[config.mk]
export PLATFORM = sky130hd
export DESIGN_NAME = fbpa_div
export DESIGN_NICKNAME = d
export VERILOG_FILES = /design/src/design/fbpa_pkg.sv /design/src/design/fbpa_div.sv
export SDC_FILE = /design/constraint.sdc
export NUM_CORES = 1
export LEC_CHECK = 0
export BUFFER_PORTS_ARGS = -buffer_cell sky130_fd_sc_hd__buf_2
export CORE_MARGIN = 4
export CORE_UTILIZATION = 45
export CTS_CLUSTER_DIAMETER = 40
export DETAILED_ROUTE_END_ITERATION = 8
export HOLD_SLACK_MARGIN = 0.08
export PLACE_DENSITY = 0.69
export SYNTH_ARGS = -nofsm -noshare
export SYNTH_HDL_FRONTEND = slang
export SYNTH_SLANG_ARGS = --single-unit
export TNS_END_PERCENT = 5
[constraint.sdc]
create_clock -name clk_i -period 4.4 [get_ports clk_i]
set_input_delay 0.22 -clock clk_i [delete_from_list [all_inputs] [get_ports clk_i]]
set_output_delay 0.22 -clock clk_i [all_outputs]
set_load 0.01 [all_outputs]
[src/design/fbpa_pkg.sv]
// Shared types, codes and defaults of the fixed block pool allocator.
package fbpa_pkg;

  localparam int unsigned MaxSlotsDef = 512;

  // Register indexes of the configuration port
  localparam logic [2:0] RegPoolEnabled   = 3'd0;
  localparam logic [2:0] RegSlotCapacity  = 3'd1;
  localparam logic [2:0] RegSlotStride    = 3'd2;
  localparam logic [2:0] RegPoolBase      = 3'd3;
  localparam logic [2:0] RegHeaderBytes   = 3'd4;
  localparam logic [2:0] RegInitialBlocks = 3'd5;

  typedef enum logic [2:0] {
    StatOk         = 3'd0,
    StatDisabled   = 3'd1,
    StatTooLarge   = 3'd2,
    StatEmpty      = 3'd3,
    StatOutOfRange = 3'd4,
    StatNotInUse   = 3'd5
  } status_e;

  typedef struct packed {
    logic        mode;
    logic [15:0] request_size;
    logic [31:0] release_address;
  } req_t;

  typedef struct packed {
    logic [2:0]  status;
    logic [31:0] granted_address;
    logic [8:0]  slot_number;
    logic [9:0]  slots_in_use;
    logic [31:0] miss_total;
    logic [31:0] alloc_total;
    logic [31:0] release_total;
  } rsp_t;

endpackage

[src/design/fbpa_div.sv]
// Restoring divider that maps a pool offset to a slot index, one quotient bit per cycle.
module fbpa_div
  import fbpa_pkg::*;
#(
  parameter int unsigned QW = 9
) (
  input  logic          clk_i,
  input  logic          rst_ni,
  input  logic          start_i,
  input  logic [31:0]   dividend_i,
  input  logic [16:0]   divisor_i,
  output logic          done_o,
  output logic [QW-1:0] quot_o
);

  localparam int unsigned DW = 17 + QW;
  localparam int unsigned NW = $clog2(QW + 1);

  logic [32:0]   rem_q;
  logic [DW-1:0] dsr_q;
  logic [QW-1:0] quot_q;
  logic [NW-1:0] cnt_q;
  logic          done_q;
  logic          fits;
  logic [32:0]   dsr_ext;

  // trial subtract of the shifted divisor
  always_comb begin
    if (DW > 33) begin
      dsr_ext = 33'(dsr_q);
      fits    = (dsr_q <= DW'(rem_q));
    end else begin
      dsr_ext = 33'(dsr_q);
      fits    = (rem_q >= dsr_ext);
    end
  end

  always_ff @(posedge clk_i or negedge rst_ni) begin
    if (!rst_ni) begin
      cnt_q  <= '0;
      done_q <= 1'b0;
    end else begin
      done_q <= 1'b0;
      if (start_i) begin
        cnt_q <= NW'(QW);
      end else if (cnt_q != '0) begin
        cnt_q  <= cnt_q - 1'b1;
        done_q <= (cnt_q == NW'(1));
      end
    end
  end

  // datapath: divisor starts aligned to the top quotient bit
  always_ff @(posedge clk_i) begin
    if (start_i) begin
      rem_q  <= {1'b0, dividend_i};
      dsr_q  <= DW'(divisor_i) << (QW - 1);
      quot_q <= '0;
    end else if (cnt_q != '0) begin
      if (fits) rem_q <= rem_q - dsr_ext;
      quot_q <= {quot_q[QW-2:0], fits};
      dsr_q  <= dsr_q >> 1;
    end
  end

  assign done_o = done_q;
  assign quot_o = quot_q;

endmodule

==> metrics.md, run 1 <==
| Metric | Value |
|---|---|
| Status | completed |
| Buffers added on ports | 61 |
| Crit. path cell count | 9 |
| Cell Rows | 36 |
| Worst slew margin relative to its limit | 0.415 |
| Worst setup path startpoint | rem_q[1]$_DFFE_PP_ |
| Die Span X | about 110 µm |
| Core area | ~9800 µm² |
| Total power | between 3 and 4 mW |
| Chip height | ~110 µm |
| Final min period | 3190 ps |
| Critical path's top delay family | compound AO/OA/AOI/OAI gates |
| CTS tree | done |
| Pwr/cell area | around 600 nW/µm² |
| Syn_nets | about 570 |
| Register area share after synthesis | 0.433 |
| First-pass GRT wire length | ~16 mm |
| CTS Buf Count | 9 |
| Hpwl dp | roughly 7 mm |
| Mapped Area | roughly 4500 µm² |
| Worst vdd ir | a little under 0.2 mV |
| Count of max-cap constraint violations | 0 |
| Drt first pass iters | 4 |
| Area of the multi-input gates | 2340 µm² |
| H-tree levels | 3 |
| Top cell by count, worst path | o31ai_2 |
| Max Slew Vio Count | 0 |
| Initial antenna violation count | 0 |
| Final net count | around 630 |
| Number of buffers and inverters on the critical path | 1 |
| Fmax | around 310 MHz |
| Asr flop ratio synth | 0.0694 |
| EDFF count, synth | 49 |
| FF/Latch Area | roughly 2000 µm² |
| Initial Utilization | 0.462 |
| Worst R2R Setup Slack | 1210 ps |
| Root Buffer | clkbuf_8 |
| Most frequent cells in the layout | nand2_1 (94), buf_2 (60), edfxtp_1 (49), a21oi_1 (40), inv_1 (35) |
| Reg-to-Reg Start | rem_q[1]$_DFFE_PP_ |
| Crit path capture | rem_q[28]$_DFFE_PP_ |
| # setup viols final | 0 |
| YS warnings | 0 |
| Sink Count | 72 |
| WL final | about 9.6 mm |
| Via Count | between 3000 and 4000 |
| Least-Margin Pin Slew | just under 900 ps |
| Area growth from synthesis to layout | 13.3% |
| DRC viols | 0 |
| Crit path kind | reg2reg |
| Critical path endpoint category | flip-flop |
| CP startpoint kind | flip-flop |
| Crit path DAT | 3270 ps |
| RD Place Congestion | between 0.8 and 0.9 |
| HP Class | in2reg |
| Starting DRC count in detailed routing | 193 |
| CP max-delay cell | edfxtp_1 |
| Io pins | 62 |
| Vias/cell | between 5 and 6 |
| WP data required | around 4500 ps |
| Vias in the first global route | 3642 |
| Worst-skew pair later-pin latency | about 350 ps |
| Mapped Cells | between 400 and 500 |
| Top_reg_cell synth | edfxtp_1 |
| Fin crit share | 0.725 |
| Synthesis-stage register bit count | a little over 70 |
| RSZ-0062 raised after global routing | false |
| Largest net degree at the start of global routing | 70 |
| Die area | 11700 µm² |
| Post-route ant nets | 0 |
| Commonest non-fill, non-tap cell in the layout | nand2_1 |
| Drt wl/cell | about 14 µm |
| Tot GR Track Use | 0.174 |
| Fillers | roughly 930 |
| Unique masters post-synth | between 50 and 60 |
| Diodes inserted | 0 |
| Clk buf depth | 2 |
| Clock slew at reported path FFs | 80 ps |
| Setup Skew | 8.25 ps |
| Share of cells above drive strength 1 | 0.174 |
| Synthesized area per cell | roughly 9.2 µm² |
| Worst r2r path cells | 9 |
| P_leak | ~2.1 nW |
| Final hold viol count | 0 |
| Setup TNS | 0 ps |
| CP Cell Sequence | ha_1 > nor2b_1 > o31a_1 > o211ai_1 > o31ai_2 > a21o_1 > o31ai_2 > nand2b_1 > buf_4 |
| Reg2reg end | rem_q[28]$_DFFE_PP_ |
| Total grt overflow | 0 |
| Buffer count from post-CTS setup fixing | 0 |
| CP max FO | 21 |
| CP max stage delay | between 400 and 500 ps |
worst min path at each step:
stage / from / to / depth (start not counted)
2_1_floorplan: rst_ni / cnt_q[0]$_DFFE_PN0P_ / 0
3_3_place_gp: rst_ni / done_o$_DFF_PN0_ / 1
3_5_place_dp: rst_ni / done_o$_DFF_PN0_ / 1
4_1_cts: divisor_i[14] / dsr_q[22]$_DFFE_PP_ / 3
5_1_grt: dividend_i[27] / rem_q[27]$_DFFE_PP_ / 3
6_report: divisor_i[11] / dsr_q[19]$_DFFE_PP_ / 3
synth_stat cells, drive strengths merged, types with 6 or more instances:
cell     n  area share
nor3     6      0.0067
inv     35       0.029
nor2    20       0.017
xnor2   19       0.037
nand2b   8       0.011
o31ai   25       0.048
a21oi   40       0.044
clkbuf  15       0.012
nand2   94       0.078
o21ai   44       0.049
dfxtp   18       0.080
ha      28       0.078
a21o    12       0.020
edfxtp  49        0.33
xor2    10       0.019
power breakdown:
group	switching, mW	leakage, nW	internal [mW]
Clock	0.259	0.0977	0.223
Combinational	0.886	1.31	0.656
Sequential	0.0779	0.741	0.939
Total	1.22	2.14	1.82
final cells by class:
class,count,share of cell area
clock inverters,6,0.00782
flip-flops and latches,72,0.382
well taps,133,0.0325
repair buffers,65,0.0665
clock buffers,10,0.0269
multi-input cells,368,0.458
inverters,35,0.0257
per-stage QoR:
step | util | worst slack [ps] | area [µm²] | hold slack [ps] | instances
floorplan | - | 1360 | 4520 | -75.6 | 493
global placement | 0.504 | 1290 | 4930 | 36.2 | 672
detailed placement | 0.504 | 1190 | 4930 | 42.2 | 672
CTS | 0.524 | 1170 | 5120 | 126 | 689
global route | 0.524 | 988 | 5120 | 133 | 689
finish | 0.524 | 1210 | 5120 | 148 | 689
layer usage:
metal | up-vias | GRT usage | part of all wire
met5 | - | 0 | 0
met4 | 0 | 0.0559 | 0.010
met3 | 8 | 0.0424 | 0.048
met2 | 67 | 0.272 | 0.45
met1 | 1645 | 0.237 | 0.49
li1 | 1868 | - | -
logic make-up after synthesis:
logic type / synth area share
compound gates: 0.213
xor+xnor: 0.0562
fa+ha+maj: 0.0820
buf+inv: 0.0474
flops: 0.433
mux: 0.00720
simple gates: 0.161
what timing repair did:
| action | CTS | global route |
|---|---|---|
| gates resized for setup | 0 | 0 |
| hold buffers | 1 | 0 |
| hold endpoints to repair | 5 | 0 |
| endpoints found under the setup margin | 0 | 0 |
worst reg2reg max path: stages, from the launching register on:
cell and delay, ps:
edfxtp_1 430, ha_1 330, nor2b_1 150, o31a_1 290
o211ai_1 260, o31ai_2 110, a21o_1 210, o31ai_2 340
nand2b_1 410, buf_4 390
sequential cells by signal, indices dropped and copies added, names as in the netlist:
signal / count
dsr_q: 25
quot_o: 9
done_o: 1
cnt_q: 4
rem_q: 33
Power figures use the tool's default switching activity.
==> inputs of run 2 (changes only) <==
- ABC_AREA: unset -> 1
- PLACE_DENSITY: 0.69 -> 0.68
- clock period: 4.4 -> 3 ns (I/O delays scaled with it)
==> metrics.md, run 2 <==
| Metric | Value |
|---|---|
| Status | completed (unchanged) |
| Count of max-cap constraint violations | 0 (unchanged) |
| Drt wl/cell | 15.0 µm (was 14.0 µm) |
| Largest family of logic cells by synthesized area | simple AND/OR/NAND/NOR gates (was compound AO/OA/AOI/OAI gates) |
| Fillers | 1048 (was 926) |
| Drt first pass iters | 5 (was 4) |
| Worst-skew pair later-pin latency | 380 ps (was 350 ps) |
| Number of gates resized after cts | 0 (unchanged) |
| Hpwl dp | 10.9 mm (was 6.99 mm) |
| Most common cell in the netlist | nand2_1 (unchanged) |
| Buffers added on ports | 61 (unchanged) |
| YS warnings | 0 (unchanged) |
| CP max stage delay | 400 ps (was 430 ps) |
| Core area | 10800 µm² (was 9770 µm²) |
| Core Util, Final | 0.560 (was 0.524) |
| Clk buf depth | 2 (unchanged) |
| DRC viols | 0 (unchanged) |
| Synth area leaders | edfxtp_1 (30%), nand2_1 (17%), inv_1 (8.3%), dfxtp_1 (7.2%), ha_1 (7.0%) (was edfxtp_1 (33%), dfxtp_1 (8.0%), nand2_1 (7.8%), ha_1 (7.8%), a21oi_1 (4.4%)) |
| CTS tree | done (unchanged) |
| Least-Margin Pin Slew | 687 ps (was 877 ps) |
| Worst slew margin relative to its limit | 0.541 (was 0.415) |
| Die Span X | 113 µm (was 108 µm) |
| Synthesis-stage register bit count | 72 (unchanged) |
| CP max-delay cell | edfxtp_1 (unchanged) |
| RSZ-0062 raised after global routing | false (unchanged) |
| Register area share after synthesis | 0.393 (was 0.433) |
| Cell Rows | 38 (was 36) |
| WP data required | 3070 ps (was 4480 ps) |
| # setup viols final | 0 (unchanged) |
| Root Buffer | clkbuf_8 (unchanged) |
| Starting DRC count in detailed routing | 510 (was 193) |
| Io pins | 62 (unchanged) |
| RD Place Congestion | 0.970 (was 0.884) |
| Mapped Area | 4980 µm² (was 4520 µm²) |
| Vias/cell | 5.12 (was 5.21) |
| WL final | 14.3 mm (was 9.63 mm) |
| First-pass GRT wire length | 23.1 mm (was 16.4 mm) |
| Buffer count from post-CTS setup fixing | 0 (unchanged) |
| Worst Hold Path Cells | 3 (unchanged) |
| Asr flop ratio synth | 0.0694 (unchanged) |
| Area growth from synthesis to layout | 21.9% (was 13.3%) |
| Vias in the first global route | 4591 (was 3642) |
| Post-synthesis xor/xnor area fraction | 0.0123 (was 0.0562) |
| Synth Area in Adders | 0.0743 (was 0.0820) |
| Largest register FFs | 33 (unchanged) |
| Yosys top cell area share | 0.295 (was 0.326) |
| Chip height | 113 µm (was 108 µm) |
| CP startpoint kind | flip-flop (unchanged) |
| Crit path DAT | 2620 ps (was 3270 ps) |
| Multiplexer share of the synthesized area | 0 (was 0.00720) |
| Tot GR Track Use | 0.231 (was 0.174) |
| Total grt overflow | 0 (unchanged) |
| Fmax | 391 MHz (was 314 MHz) |
| Final min period | 2560 ps (was 3190 ps) |
| Pwr/cell area | 938 nW/µm² (was 594 nW/µm²) |
| Critical path endpoint category | flip-flop (unchanged) |
| Crit path kind | reg2reg (unchanged) |
| Commonest cells post-synth | nand2_1 (232), inv_1 (110), nor2_1 (56), edfxtp_1 (49), nand3_1 (46) (was nand2_1 (94), edfxtp_1 (49), a21oi_1 (40), inv_1 (35), ha_1 (28)) |
| H-tree levels | 3 (unchanged) |
| Setup TNS | 0 ps (unchanged) |
| Die area | 12800 µm² (was 11700 µm²) |
| Post-synthesis compound-gate area fraction | 0.107 (was 0.213) |
| Max Slew Vio Count | 0 (unchanged) |
| HP Class | in2reg (unchanged) |
| CTS Buf Count | 9 (unchanged) |
| Final hold viol count | 0 (unchanged) |
| Commonest non-fill, non-tap cell in the layout | nand2_1 (unchanged) |
| Clock slew at reported path FFs | 90 ps (was 80 ps) |
| Biggest area consumer among synthesized cells | edfxtp_1 (unchanged) |
| FF/Latch Area | 1960 µm² (unchanged) |
| Share of cells above drive strength 1 | 0.130 (was 0.174) |
| Diodes inserted | 0 (unchanged) |
| Initial antenna violation count | 0 (unchanged) |
| EDFF count, synth | 49 (unchanged) |
| CP max FO | 32 (was 21) |
| Synthesized area per cell | 7.09 µm² (was 9.16 µm²) |
| Initial Utilization | 0.460 (was 0.462) |
| Worst vdd ir | 0.401 mV (was 0.194 mV) |
| Largest net degree at the start of global routing | 34 (was 70) |
| Fin crit share | 0.852 (was 0.725) |
| Top_reg_cell synth | edfxtp_1 (unchanged) |
| CP Cell Sequence | ha_1 > nand2_1 > nor2_1 > nand2_1 > nor3_1 > nand2_1 > nand2_1 > nor2_1 > nand2_2 > nand2_1 > nand2_1 > buf_12 (was ha_1 > nor2b_1 > o31a_1 > o211ai_1 > o31ai_2 > a21o_1 > o31ai_2 > nand2b_1 > buf_4) |
| Area of the multi-input gates | 2530 µm² (was 2340 µm²) |
| Sink Count | 72 (unchanged) |
| Setup Skew | 13.0 ps (was 8.25 ps) |
| Final net count | 892 (was 632) |
| Simple-gate portion of the synthesized area | 0.314 (was 0.161) |
| Syn_nets | 784 (was 574) |
| P_leak | 2.93 nW (was 2.14 nW) |
| Via Count | 4898 (was 3588) |
| Largest Register | rem_q (unchanged) |
| Post-route ant nets | 0 (unchanged) |
| Worst r2r path cells | 12 (was 9) |
| Unique masters post-synth | 41 (was 54) |
| Mapped Cells | 703 (was 493) |
| Top cell by count, worst path | nand2_1 (was o31ai_2) |
| Most frequent cells in the layout | nand2_1 (232), inv_1 (110), buf_2 (61), nor2_1 (56), edfxtp_1 (49) (was nand2_1 (94), buf_2 (60), edfxtp_1 (49), a21oi_1 (40), inv_1 (35)) |
run 2: changes by cell type after synthesis, moves of 9 or more:
cell / previous run / this run
o22ai_1: 0 / 15
nand2_1: 94 / 232
xnor2_1: 19 / 6
o31ai_1: 21 / 0
a21oi_1: 40 / 30
xor2_1: 10 / 1
o21ai_1: 18 / 3
nor2_1: 20 / 56
nand3_1: 3 / 46
clkbuf_1: 15 / 6
a21o_1: 12 / 1
inv_1: 35 / 110
run 2: cell families after synthesis:
group,after synthesis
buffers and inverters,128
AOI/OAI and AO/OA,94
xor gates and xnor gates,7
adders and majority gates,29
DFF,72
and+or+nand+nor,373
run 2: what timing repair did:
item / in CTS / in global routing
endpoints found under the hold margin: 48 / 0
endpoints found under the setup margin: 0 / 0
hold buffers: 44 / 0
run 2: path summary, 6_finish.rpt:
| check | startpoint | endpoint | slack, ps |
|---|---|---|---|
| min in group asynchronous | rst_ni | done_o$_DFF_PN0_ | 120 |
| min | divisor_i[1] | dsr_q[9]$_DFFE_PP_ | 100 |
| max | rem_q[12]$_DFFE_PP_ | rem_q[7]$_DFFE_PP_ | 440 |
| min reg2reg | quot_o[8]$_SDFFE_PP0N_ | quot_o[8]$_SDFFE_PP0N_ | 470 |
| max reg2reg | rem_q[12]$_DFFE_PP_ | rem_q[7]$_DFFE_PP_ | 440 |
| max in group asynchronous | rst_ni | cnt_q[1]$_DFFE_PN0P_ | 2730 |
run 2: routing by layer:
metal	share of wire	up-vias	GRT usage
met3	0.067	16	0.0358
li1	-	2491	-
met2	0.43	168	0.354
met4	0.016	0	0.0737
met5	0	-	0
met1	0.48	2223	0.334
run 2: critical path: cells and delay by family, from the launching register on:
kind	cells	cell delay, ps
DFF	1	400
buffers and inverters	1	260
adders and majority gates	1	380
and+or+nand+nor	10	1190
run 2: where the power goes:
| group | total, mW | switching, mW | internal (mW) |
|---|---|---|---|
| logic | 3.36 | 2.21 | 1.15 |
| clock network | 0.732 | 0.408 | 0.324 |
| registers | 1.60 | 0.152 | 1.45 |
run 2: final cells by class:
class / instances / share of cell area
Multi-Input combinational cell: 503 / 0.416
Sequential cell: 72 / 0.322
Timing Repair Buffer: 111 / 0.132
Clock inverter: 6 / 0.00721
Clock buffer: 10 / 0.0227
Tap cell: 140 / 0.0288
Inverter: 114 / 0.0705
run 2: stage by stage:
stage | setup slack [ps] | instance area (µm²) | power, mW | hold WS, ps | cells
floorplan | 465 | 4980 | 4.02 | -146 | 703
global placement | 515 | 5450 | 4.85 | -29.2 | 896
detailed placement | 492 | 5450 | 4.87 | -22.9 | 896
CTS | 464 | 6070 | 5.67 | 80.0 | 956
global route | 179 | 6070 | 6.22 | 89.8 | 956
finish | 444 | 6070 | 5.69 | 96.8 | 956
==> inputs of run 3 (changes only) <==
- CORE_UTILIZATION: 45 -> 38
- PLACE_DENSITY: 0.68 -> 0.6
==> metrics.md, run 3 (synthesis results as in run 2) <==
| Metric | Value |
|---|---|
| Status | completed (unchanged) |
| Die area | 15000 µm² (was 12800 µm²) |
| Worst vdd ir | 0.410 mV (was 0.401 mV) |
| Area growth from synthesis to layout | 19.2% (was 21.9%) |
| Total grt overflow | 0 (unchanged) |
| Commonest non-fill, non-tap cell in the layout | nand2_1 (unchanged) |
| Largest register FFs | 33 (unchanged) |
| HP Class | in2reg (unchanged) |
| Total power | 6.01 mW (was 5.69 mW) |
| P_leak | 2.87 nW (was 2.93 nW) |
| Reg power frac | 0.267 (was 0.281) |
| Sink Count | 72 (unchanged) |
| Drt first pass iters | 6 (was 5) |
| Critical path endpoint category | flip-flop (unchanged) |
| FF/Latch Area | 1960 µm² (unchanged) |
| Most frequent cells in the layout | nand2_1 (232), inv_1 (110), buf_2 (61), nor2_1 (56), edfxtp_1 (49) (unchanged) |
| Largest net degree at the start of global routing | 48 (was 34) |
| Sw frac | 0.465 (was 0.487) |
| Buffer count from post-CTS setup fixing | 0 (unchanged) |
| Max Slew Vio Count | 0 (unchanged) |
| Tot GR Track Use | 0.198 (was 0.231) |
| Diodes inserted | 0 (unchanged) |
| M1 wire length | 7.09 mm (was 6.91 mm) |
| Top cell by count, worst path | nand2_1 (unchanged) |
| Drt wl/cell | 14.8 µm (was 15.0 µm) |
| Setup Skew | 8.36 ps (was 13.0 ps) |
| CP Cell Sequence | ha_1 > nand2_1 > nor2_1 > nand2_1 > nor3_1 > nand2_1 > nand2_1 > nor2_1 > nand2_2 > nand2_1 > nand2_1 > buf_4 (was ha_1 > nand2_1 > nor2_1 > nand2_1 > nor3_1 > nand2_1 > nand2_1 > nor2_1 > nand2_2 > nand2_1 > nand2_1 > buf_12) |
| Initial antenna violation count | 0 (unchanged) |
| Setup TNS | 0 ps (unchanged) |
| Via Count | 4766 (was 4898) |
| Core area | 12700 µm² (was 10800 µm²) |
| Final hold viol count | 0 (unchanged) |
| Buffers added on ports | 61 (unchanged) |
| Count of max-cap constraint violations | 0 (unchanged) |
| Vias/cell | 4.96 (was 5.12) |
| RD Place Congestion | 0.996 (was 0.970) |
| Die Span X | 123 µm (was 113 µm) |
| Logic pwr share | 0.552 (was 0.591) |
| DR top layer | met4 (unchanged) |
| Largest Register | rem_q (unchanged) |
| Initial Utilization | 0.392 (was 0.460) |
| Clock slew at reported path FFs | 60 ps (was 90 ps) |
| WL met2 | 6.08 mm (was 6.24 mm) |
| Hpwl dp | 11.2 mm (was 10.9 mm) |
| CP startpoint kind | flip-flop (unchanged) |
| Least-Margin Pin Slew | 642 ps (was 687 ps) |
| Chip height | 123 µm (was 113 µm) |
| CP max FO | 23 (was 32) |
| Root Buffer | clkbuf_16 (was clkbuf_8) |
| Critical path's top delay family | simple AND/OR/NAND/NOR gates (unchanged) |
| DRC viols | 0 (unchanged) |
| Clock power frac | 0.181 (was 0.128) |
| Fmax | 382 MHz (was 391 MHz) |
| Worst slack, placed | 435 ps (was 492 ps) |
| WP data required | 3010 ps (was 3070 ps) |
| First-pass GRT wire length | 22.9 mm (was 23.1 mm) |
| Int Power | 3.21 mW (was 2.92 mW) |
| H-tree levels | 3 (unchanged) |
| Area of the multi-input gates | 2530 µm² (unchanged) |
| Pwr/cell area | 1010 nW/µm² (was 938 nW/µm²) |
| Clk buf depth | 2 (unchanged) |
| WL final | 14.2 mm (was 14.3 mm) |
| Io pins | 62 (unchanged) |
| Share of cells above drive strength 1 | 0.136 (was 0.130) |
| CTS Buf Count | 9 (unchanged) |
| Fin crit share | 0.872 (was 0.852) |
| Worst-skew pair later-pin latency | 350 ps (was 380 ps) |
| Starting DRC count in detailed routing | 442 (was 510) |
| Fillers | 1381 (was 1048) |
| # setup viols final | 0 (unchanged) |
| CP max stage delay | 400 ps (about the same) |
| RSZ-0062 raised after global routing | false (unchanged) |
| Final net count | 864 (was 892) |
| WL met3 | 795 µm (was 958 µm) |
| Worst slew margin relative to its limit | 0.571 (was 0.541) |
| Vias in the first global route | 4609 (was 4591) |
| Crit path kind | reg2reg (unchanged) |
| Number of buffers and inverters on the critical path | 1 (unchanged) |
| CTS tree | done (unchanged) |
| Final min period | 2620 ps (was 2560 ps) |
| CP max-delay cell | edfxtp_1 (unchanged) |
| Post-route ant nets | 0 (unchanged) |
| Crit path DAT | 2630 ps (was 2620 ps) |
| Post-route setup slack | 383 ps (was 444 ps) |
| P_sw | 2.80 mW (was 2.77 mW) |
| Cell Rows | 41 (was 38) |
-- run 3: what timing repair did --
action / in CTS / in global routing
setup endpoints to repair: 0 / 0
endpoints found under the hold margin: 19 / 0
hold buffers: 15 / 0
resized for setup: 0 / 0
-- run 3: power groups by stage --
stage	Clock (mW)	Combinational (mW)	Sequential (mW)
2_1_floorplan	0	2.44	1.58
3_3_place_gp	0	3.25	1.61
3_5_place_dp	0	3.26	1.62
4_1_cts	1.12	3.29	1.60
5_1_grt	1.15	3.77	1.63
6_report	1.09	3.32	1.60
-- run 3: layout make-up --
type / instances / area share
clock inverters: 5 / 0.00632
repair buffers: 83 / 0.0855
flip-flops and latches: 72 / 0.330
multi-input cells: 503 / 0.426
inverters: 114 / 0.0721
clock buffers: 11 / 0.0445
well taps: 172 / 0.0362
-- run 3: final timing paths --
path / from / end / slack, ps / depth (start not counted)
min in group asynchronous: rst_ni / done_o$_DFF_PN0_ / 160 / 2
worst min register to register: quot_o[8]$_SDFFE_PP0N_ / quot_o[8]$_SDFFE_PP0N_ / 460 / 2
max in group asynchronous: rst_ni / cnt_q[3]$_DFFE_PN0P_ / 2710 / 2
worst min-delay path: dividend_i[7] / rem_q[7]$_DFFE_PP_ / 80 / 3
worst max-delay path: rem_q[12]$_DFFE_PP_ / rem_q[1]$_DFFE_PP_ / 380 / 12
worst max register to register: rem_q[12]$_DFFE_PP_ / rem_q[1]$_DFFE_PP_ / 380 / 12
-- run 3: metrics by stage --
stage / util / area [µm²] / hold slack (ps) / cells
finish: 0.467 / 5940 / 82.5 / 960
global route: 0.467 / 5940 / 93.6 / 960
floorplan: - / 4980 / -146 / 703
CTS: 0.467 / 5940 / 80.1 / 960
global placement: 0.431 / 5490 / -32.2 / 929
detailed placement: 0.431 / 5490 / -28.9 / 929
-- run 3: layer usage --
metal | vias up | track usage
met1 | 2196 | 0.288
met2 | 124 | 0.300
met5 | - | 0
met4 | 0 | 0.0707
met3 | 15 | 0.0290
li1 | 2431 | -
-- run 3: worst min-delay path: stages --
cell,delay [ps]
buf_2,80
nand2_1,50
nand2_1,50
